### src/rtl/swms_pkg.sv
`default_nettype none
// ----------------------------------------------------------------------------
// swms_pkg: shared constants for the sliding-window mean / stddev block
//
// Default sizes and the fixed widths of the result fields.
// ----------------------------------------------------------------------------
package swms_pkg;

    // default window length and sample width
    localparam int WINDOW_DEF      = 10;
    localparam int SAMPLE_BITS_DEF = 12;

    // result field widths (unsigned Q.8)
    localparam int MEAN_W   = 20;
    localparam int STDDEV_W = 19;

    // fraction bits of the results
    localparam int FRAC_W = 8;

endpackage : swms_pkg
`default_nettype wire

### src/rtl/window_mean_stddev_top.sv
`default_nettype none
// ----------------------------------------------------------------------------
// window_mean_stddev_top: sliding-window mean and standard deviation
//
// Input channel s_*: one sample per item. Result channel m_*: one item per
// sample with the window mean and population stddev, both unsigned Q.8,
// floored. The sample replaces the oldest of WINDOW ring slots.
// One item is processed at a time. The square root yields R =
// SAMPLE_BITS + clog2(WINDOW) + 8 root bits (24 at the defaults). An item
// passes the states READ, SUMS, MUL, SPREAD, SQRT, DIV and OUT in turn.
// The bit-serial square root, one root bit per cycle, dominates the time
// per item; both divides by WINDOW are reciprocal multiplies, the mean
// divide starting in MUL, before the root. s_ready is high only while no
// item is in flight.
// The result sits in an output register: the next sample is accepted while
// it waits. If the receiver stalls, the following item finishes and holds
// until the output register frees up. Reset empties the ring (all slots read
// as zero), zeroes the running sums and the write slot, and drops m_valid.
// ----------------------------------------------------------------------------
module window_mean_stddev_top #(
    parameter int WINDOW      = swms_pkg::WINDOW_DEF,
    parameter int SAMPLE_BITS = swms_pkg::SAMPLE_BITS_DEF
) (
    input  wire logic                          aclk,
    input  wire logic                          aresetn,
    input  wire logic                          s_valid,
    output logic                               s_ready,
    input  wire logic [SAMPLE_BITS-1:0]        s_sample,
    output logic                               m_valid,
    input  wire logic                          m_ready,
    output logic      [swms_pkg::MEAN_W-1:0]   m_mean_q8,
    output logic      [swms_pkg::STDDEV_W-1:0] m_stddev_q8
);

    localparam int ADDR_W = $clog2(WINDOW);
    localparam int SUM_W  = SAMPLE_BITS + ADDR_W;
    localparam int SQ1_W  = 2 * SAMPLE_BITS;
    localparam int SQS_W  = 2 * SAMPLE_BITS + ADDR_W;
    localparam int SPR_W  = 2 * SUM_W;
    localparam int FRAC_W = swms_pkg::FRAC_W;
    localparam int RAD_W  = SPR_W + 2 * FRAC_W;
    localparam int Q_W    = SUM_W + FRAC_W;

    // sequencer codes
    localparam logic [2:0] ST_IDLE   = 3'd0;
    localparam logic [2:0] ST_READ   = 3'd1;
    localparam logic [2:0] ST_SUMS   = 3'd2;
    localparam logic [2:0] ST_MUL    = 3'd3;
    localparam logic [2:0] ST_SPREAD = 3'd4;
    localparam logic [2:0] ST_SQRT   = 3'd5;
    localparam logic [2:0] ST_DIV    = 3'd6;
    localparam logic [2:0] ST_OUT    = 3'd7;

    logic [2:0]              state_reg;
    logic [2:0]              state_next;
    logic [ADDR_W-1:0]       slot_reg;
    logic [SAMPLE_BITS-1:0]  sample_reg;
    logic [SQ1_W-1:0]        old_sq_reg;
    logic [SQ1_W-1:0]        new_sq_reg;
    logic [SAMPLE_BITS-1:0]  old_reg;
    logic [SUM_W-1:0]        sum_reg;
    logic [SQS_W-1:0]        sumsq_reg;
    logic [SPR_W-1:0]        sq_reg;
    logic [SPR_W-1:0]        wsq_reg;
    logic                    m_valid_reg;
    logic [swms_pkg::MEAN_W-1:0]   mean_reg;
    logic [swms_pkg::STDDEV_W-1:0] stddev_reg;

    logic                    accept;
    logic                    out_free;
    logic [SAMPLE_BITS-1:0]  ring_rd;
    logic [SPR_W-1:0]        spread;
    logic                    sqrt_start;
    logic                    sqrt_busy;
    logic [Q_W-1:0]          root;
    logic                    mean_start;
    logic                    mean_busy;
    logic [Q_W-1:0]          mean_quot;
    logic                    sd_start;
    logic                    sd_busy;
    logic [Q_W-1:0]          sd_quot;

    assign accept   = s_valid && s_ready;
    assign out_free = !m_valid_reg || m_ready;
    assign s_ready  = (state_reg == ST_IDLE);

    // ring memory: read the oldest slot on accept, write the new sample next cycle
    swms_ring #(
        .DEPTH  (WINDOW),
        .DATA_W (SAMPLE_BITS),
        .ADDR_W (ADDR_W)
    ) u_ring (
        .aclk    (aclk),
        .aresetn (aresetn),
        .rd_en   (accept),
        .rd_addr (slot_reg),
        .rd_data (ring_rd),
        .wr_en   (state_reg == ST_READ),
        .wr_addr (slot_reg),
        .wr_data (sample_reg)
    );

    // next state
    always_comb begin
        state_next = state_reg;
        unique case (state_reg)
            ST_IDLE:   if (accept) state_next = ST_READ;
            ST_READ:   state_next = ST_SUMS;
            ST_SUMS:   state_next = ST_MUL;
            ST_MUL:    state_next = ST_SPREAD;
            ST_SPREAD: state_next = ST_SQRT;
            ST_SQRT:   if (!sqrt_busy) state_next = ST_DIV;
            ST_DIV:    if (!sd_busy && !mean_busy) state_next = ST_OUT;
            ST_OUT:    if (out_free) state_next = ST_IDLE;
            default:   state_next = ST_IDLE;
        endcase
    end

    // control registers
    always_ff @(posedge aclk) begin
        if (!aresetn) begin
            state_reg   <= ST_IDLE;
            slot_reg    <= '0;
            sum_reg     <= '0;
            sumsq_reg   <= '0;
            m_valid_reg <= 1'b0;
        end else begin
            state_reg <= state_next;
            // write slot advances once the new sample is stored
            if (state_reg == ST_READ) begin
                slot_reg <= (slot_reg == ADDR_W'(WINDOW - 1)) ? '0 : slot_reg + 1'b1;
            end
            // running sums: drop the old sample, add the new one
            if (state_reg == ST_SUMS) begin
                sum_reg   <= sum_reg - SUM_W'(old_reg) + SUM_W'(sample_reg);
                sumsq_reg <= sumsq_reg - SQS_W'(old_sq_reg) + SQS_W'(new_sq_reg);
            end
            if (state_reg == ST_OUT && out_free) begin
                m_valid_reg <= 1'b1;
            end else if (m_ready) begin
                m_valid_reg <= 1'b0;
            end
        end
    end

    // datapath registers
    always_ff @(posedge aclk) begin
        if (accept) begin
            sample_reg <= s_sample;
        end
        // squares of the outgoing and incoming samples
        if (state_reg == ST_READ) begin
            old_reg    <= ring_rd;
            old_sq_reg <= SQ1_W'(ring_rd) * SQ1_W'(ring_rd);
            new_sq_reg <= SQ1_W'(sample_reg) * SQ1_W'(sample_reg);
        end
        // sum squared and WINDOW times the square sum
        if (state_reg == ST_MUL) begin
            sq_reg  <= SPR_W'(sum_reg) * SPR_W'(sum_reg);
            wsq_reg <= SPR_W'(sumsq_reg) * SPR_W'(WINDOW);
        end
        if (state_reg == ST_OUT && out_free) begin
            mean_reg   <= swms_pkg::MEAN_W'(mean_quot);
            stddev_reg <= swms_pkg::STDDEV_W'(sd_quot);
        end
    end

    // WINDOW^2 * variance, clamped at zero
    assign spread = (wsq_reg >= sq_reg) ? (wsq_reg - sq_reg) : '0;

    assign mean_start = (state_reg == ST_MUL);
    assign sqrt_start = (state_reg == ST_SPREAD);
    assign sd_start   = (state_reg == ST_SQRT) && !sqrt_busy;

    // mean: (sum << 8) / WINDOW
    swms_cdiv #(
        .NUM_W   (Q_W),
        .DIVISOR (WINDOW)
    ) u_mean_div (
        .aclk    (aclk),
        .aresetn (aresetn),
        .start   (mean_start),
        .num     ({sum_reg, FRAC_W'(0)}),
        .busy    (mean_busy),
        .quot    (mean_quot)
    );

    // root of (spread << 16)
    swms_isqrt #(
        .RAD_W (RAD_W)
    ) u_isqrt (
        .aclk    (aclk),
        .aresetn (aresetn),
        .start   (sqrt_start),
        .rad     ({spread, (2 * FRAC_W)'(0)}),
        .busy    (sqrt_busy),
        .root    (root)
    );

    // stddev: root / WINDOW
    swms_cdiv #(
        .NUM_W   (Q_W),
        .DIVISOR (WINDOW)
    ) u_sd_div (
        .aclk    (aclk),
        .aresetn (aresetn),
        .start   (sd_start),
        .num     (root),
        .busy    (sd_busy),
        .quot    (sd_quot)
    );

    assign m_valid     = m_valid_reg;
    assign m_mean_q8   = mean_reg;
    assign m_stddev_q8 = stddev_reg;

endmodule : window_mean_stddev_top
`default_nettype wire

### src/rtl/swms_ring.sv
`default_nettype none
// ----------------------------------------------------------------------------
// swms_ring: sample ring memory
//
// One write port and one read port, read data registered.
// Per-entry valid bits make never-written slots read as zero after reset.
// ----------------------------------------------------------------------------
module swms_ring #(
    parameter int DEPTH  = swms_pkg::WINDOW_DEF,
    parameter int DATA_W = swms_pkg::SAMPLE_BITS_DEF,
    parameter int ADDR_W = $clog2(DEPTH)
) (
    input  wire logic              aclk,
    input  wire logic              aresetn,
    input  wire logic              rd_en,
    input  wire logic [ADDR_W-1:0] rd_addr,
    output logic      [DATA_W-1:0] rd_data,
    input  wire logic              wr_en,
    input  wire logic [ADDR_W-1:0] wr_addr,
    input  wire logic [DATA_W-1:0] wr_data
);

    logic [DATA_W-1:0] mem [DEPTH];
    logic [DEPTH-1:0]  valid_reg;
    logic [DATA_W-1:0] rd_data_reg;
    logic              rd_valid_reg;

    // storage array, read-first on the registered port
    always_ff @(posedge aclk) begin
        if (wr_en) begin
            mem[wr_addr] <= wr_data;
        end
        if (rd_en) begin
            rd_data_reg <= mem[rd_addr];
        end
    end

    // written-entry flags, cleared at reset
    always_ff @(posedge aclk) begin
        if (!aresetn) begin
            valid_reg    <= '0;
            rd_valid_reg <= 1'b0;
        end else begin
            if (wr_en) begin
                valid_reg[wr_addr] <= 1'b1;
            end
            if (rd_en) begin
                rd_valid_reg <= valid_reg[rd_addr];
            end
        end
    end

    assign rd_data = rd_valid_reg ? rd_data_reg : '0;

endmodule : swms_ring
`default_nettype wire

### src/rtl/swms_isqrt.sv
`default_nettype none
// ----------------------------------------------------------------------------
// swms_isqrt: iterative integer square root
//
// Digit-by-digit method, one root bit per cycle. Result is floor(sqrt(rad)).
// ----------------------------------------------------------------------------
module swms_isqrt #(
    parameter int RAD_W = 48
) (
    input  wire logic                 aclk,
    input  wire logic                 aresetn,
    input  wire logic                 start,
    input  wire logic [RAD_W-1:0]     rad,
    output logic                      busy,
    output logic      [RAD_W/2-1:0]   root
);

    localparam int ROOT_W = RAD_W / 2;
    localparam int REM_W  = ROOT_W + 2;
    localparam int CNT_W  = $clog2(ROOT_W + 1);

    logic [RAD_W-1:0]  rad_reg;
    logic [REM_W-1:0]  rem_reg;
    logic [ROOT_W-1:0] root_reg;
    logic [CNT_W-1:0]  cnt_reg;
    logic              busy_reg;

    logic [REM_W-1:0]  rem_sh;
    logic [REM_W-1:0]  trial;
    logic              take;

    // bring down the next two radicand bits and try a 1 digit
    always_comb begin
        rem_sh = {rem_reg[REM_W-3:0], rad_reg[RAD_W-1 -: 2]};
        trial  = {root_reg, 2'b01};
        take   = (rem_sh >= trial);
    end

    // datapath, no reset needed
    always_ff @(posedge aclk) begin
        if (start) begin
            rad_reg  <= rad;
            rem_reg  <= '0;
            root_reg <= '0;
        end else if (busy_reg) begin
            rad_reg  <= {rad_reg[RAD_W-3:0], 2'b00};
            rem_reg  <= take ? (rem_sh - trial) : rem_sh;
            root_reg <= {root_reg[ROOT_W-2:0], take};
        end
    end

    // iteration count
    always_ff @(posedge aclk) begin
        if (!aresetn) begin
            busy_reg <= 1'b0;
            cnt_reg  <= '0;
        end else if (start) begin
            busy_reg <= 1'b1;
            cnt_reg  <= CNT_W'(ROOT_W);
        end else if (busy_reg) begin
            cnt_reg <= cnt_reg - 1'b1;
            if (cnt_reg == CNT_W'(1)) begin
                busy_reg <= 1'b0;
            end
        end
    end

    assign busy = busy_reg;
    assign root = root_reg;

endmodule : swms_isqrt
`default_nettype wire

### src/rtl/swms_cdiv.sv
`default_nettype none
// ----------------------------------------------------------------------------
// swms_cdiv: divider by a constant
//
// Reciprocal multiplication, floor result; num_reg then quot_reg are registered.
// ----------------------------------------------------------------------------
module swms_cdiv #(
    parameter int NUM_W   = 24,
    parameter int DIVISOR = swms_pkg::WINDOW_DEF
) (
    input  wire logic             aclk,
    input  wire logic             aresetn,
    input  wire logic             start,
    input  wire logic [NUM_W-1:0] num,
    output logic                  busy,
    output logic      [NUM_W-1:0] quot
);

    // floor(x / DIVISOR) == (x * RECIP) >> SHIFT for every x below 2^NUM_W
    localparam int SHIFT  = NUM_W + $clog2(DIVISOR);
    localparam int PROD_W = 2 * NUM_W + 1;
    localparam longint unsigned RECIP_FULL =
        ((64'd1 << SHIFT) + 64'(DIVISOR) - 64'd1) / 64'(DIVISOR);
    localparam logic [NUM_W:0] RECIP = (NUM_W + 1)'(RECIP_FULL);

    logic [NUM_W-1:0]  num_reg;
    logic [NUM_W-1:0]  quot_reg;
    logic              busy_reg;

    logic [PROD_W-1:0] prod;

    // NUM_W x (NUM_W+1) multiply by the scaled reciprocal
    always_comb begin
        prod = PROD_W'(num_reg) * PROD_W'(RECIP);
    end

    // capture the numerator, then the quotient in the cycle after
    always_ff @(posedge aclk) begin
        if (start) begin
            num_reg <= num;
        end else if (busy_reg) begin
            quot_reg <= NUM_W'(prod >> SHIFT);
        end
    end

    // busy for the single multiply cycle
    always_ff @(posedge aclk) begin
        if (!aresetn) begin
            busy_reg <= 1'b0;
        end else begin
            busy_reg <= start;
        end
    end

    assign busy = busy_reg;
    assign quot = quot_reg;

endmodule : swms_cdiv
`default_nettype wire

### config.mk
export PLATFORM = sky130hd
export DESIGN_NAME = window_mean_stddev_top
export DESIGN_NICKNAME = d
export VERILOG_FILES = /design/src/rtl/swms_pkg.sv /design/src/rtl/window_mean_stddev_top.sv /design/src/rtl/swms_ring.sv /design/src/rtl/swms_isqrt.sv /design/src/rtl/swms_cdiv.sv
export SDC_FILE = /design/constraint.sdc
export NUM_CORES = 2
export LEC_CHECK = 0
export ABC_CLOCK_PERIOD_IN_PS = 6600
export CORE_MARGIN = 5
export CORE_UTILIZATION = 45
export DETAILED_ROUTE_END_ITERATION = 10
export DONT_BUFFER_PORTS = 1
export PLACE_DENSITY = 0.68
export SLEW_MARGIN = 40
export SYNTH_ARGS = -nofsm -noshare
export SYNTH_HDL_FRONTEND = slang
export SYNTH_HIERARCHICAL = 1
export SYNTH_SLANG_ARGS = --single-unit
### constraint.sdc
create_clock -name aclk -period 6.6 [get_ports aclk]
set_input_delay 1.32 -clock aclk [delete_from_list [all_inputs] [get_ports aclk]]
set_output_delay 1.32 -clock aclk [all_outputs]
set_load 0.05 [all_outputs]
==> flow_summary.yaml <==
place:
  dp_hpwl_um: 115000
  portBuffers: 0
  placed_cells: 7860
  place_congestion: 0.926
layout:
  area_delta_synth_final_pct: 9.41
  final_nets: 7878
  largest_reg_flops: 120
  final_util_pct: 49.7
  finalNonFillerCells: 8032
  drive_above_1_share_pct: 7.95
clocking:
  numCtsBuffers: 67
  cts-root-buf: "clkbuf_16"
  cts_sinks: 556
  path_clk_slew_ps: 60
  cts_hold_buf: 0
  clock_latency_ps: 660
  cts_buffer_depth: 3
  cts_tree: "built"
  htreeDepth: 3
sta:
  tightest_slew_ps: 815
  setup_tns_ps: 0
  finalClockSkew_ps: 30.3
  slew_violations: 0
  hold_violations: 0
  setup_viol: 0
  period_share_pct: 96.6
  fin_crit_ps: 6380
  relSlewSlack_pct: 45.6
  max_freq_mhz: 157
power_and_ir_drop:
  p_per_area_nw_per_um2: 309
  total_power_w: 0.0211
  vdd_drop_max_mv: 0.418
  p_leak_nw: 33.8
global_routing:
  grt_overflow_total: 0
  antenna_found_initial: 2
  grt_pass1_wl_um: 229000
  grt_pass1_vias: 43300
  track_usage_pct: 19.5
  grt_max_degree: 77
critical_path:
  rr_worst_depth: 20
  setup.worst_path.start: "u_sd_div/num_reg[1]"
  critPathCapture: "u_sd_div/quot[18]"
  crit_type: "register to register"
  worst_setup_path_start_kind: "register"
  reg2reg_to: "u_sd_div/quot[18]"
  cp.required_ps: 6990
  arrival_ps: 6770
  reg2reg_from: "u_sd_div/num_reg[1]"
  reg2reg_slack_ps: 220
  critPathMaxFanout: 7
  cp-end-kind: "register"
min_path:
  min_path_type: "register to register"
  whs_path_depth: 0
routing:
  vias: 41300
  ant_nets: 0
  viasPerCell: 5.14
  wire_per_inst_um: 17.5
  drt_iter0_drc: 2186
  routed_wl_um: 141000
  drc_errors: 0
  firstDrtPassIters: 7
outcome:
  outcome: "finished clean"
floorplan:
  core_sq_um: 138000
  row_count: 136
  die_area_sq_um: 146000
  io_pins: 57
  start_util_pct: 45.4
  die_w_um: 383
  die_h_um: 383
synth:
  yosysWarnings: 6
  syn_area_sq_um: 62500
  syn_avg_cell_area_sq_um: 10.4
  synthCells: 6020
run:
  drv_cap: 0
layer usage:
layer	part of all wire, %	GRT usage [%]	routed length (um)
met5	0	0	0
met2	48	33.0	67400
met4	3.6	6.60	5050
met1	44	25.7	62200
met3	4.3	2.92	6070
cells in the final DEF, fill, tap and decap left out, types with 50 or more instances in the layout:
cell type / instances
o21a_1: 52
nor2_1: 266
clkbuf_16: 68
ha_1: 889
dfxtp_1: 110
buf_4: 185
a21oi_1: 231
fa_1: 775
a21o_1: 102
edfxtp_1: 437
inv_1: 1403
xor2_1: 98
xnor2_1: 147
o21ai_0: 142
nand3_1: 68
and2_1: 117
nand2_1: 327
mux2_2: 50
area by class of cell:
cell class / count / area, sq um
fill: 12400 / 69300
tap: 1794 / 2240
clock inverter: 46 / 564
multi-input combinational: 3960 / 41500
inverter: 1413 / 5310
timing repair buffer: 189 / 1450
clock buffer: 73 / 1730
sequential: 556 / 15500
antenna: 1 / 2.50
how the worst min path moves through the flow:
stage / start / endpoint / slack (ps)
finish: u_sd_div/quot[3] / m_stddev_q8[3] / 390
global route: u_sd_div/quot[3] / m_stddev_q8[3] / 410
CTS: u_sd_div/quot[3] / m_stddev_q8[3] / 390
detailed placement: u_mean_div/quot[15] / m_mean_q8[15] / 400
global placement: u_sd_div/quot[10] / m_stddev_q8[10] / 400
floorplan: u_mean_div/quot[0] / m_mean_q8[0] / 400
stage by stage:
| stage | area [sq um] | setup slack (ps) | hold slack, ps |
|---|---|---|---|
| 5_1_grt | 68400 | -5.16 | 410 |
| 6_report | 68400 | 223 | 392 |
| 4_1_cts | 67800 | 8.69 | 394 |
| 2_1_floorplan | 62600 | 114 | 400 |
| 3_3_place_gp | 65400 | 28.1 | 402 |
| 3_5_place_dp | 65400 | -24.0 | 405 |
timing repair:
action                     4_1_cts  5_1_grt
pin swaps                        0        2
resized for setup                2       45
hold endpoints to repair         0        0
setup endpoints to repair        3       31
buffers inserted                 2       50
worst max-delay path, cell delays in order (launching register included):
cell and delay [ps]:
edfxtp_1 520, ha_2 390, xor2_2 180, ha_1 180, or2_2 310, fa_1 550
fa_1 530, fa_1 510, fa_1 540, inv_1 50, fa_1 520, inv_1 40
ha_1 340, a21oi_1 190, o21ai_0 140, a221o_1 400, a21oi_1 190, o21a_4 170
o21ai_2 80, a21oi_1 180, xnor2_1 80
power by group:
group          total [W]  switching (W)  internal, W
Sequential       0.00473       0.000247      0.00449
Clock            0.00383        0.00155      0.00228
Combinational     0.0125        0.00727      0.00527
Power figures use the tool's default switching activity.
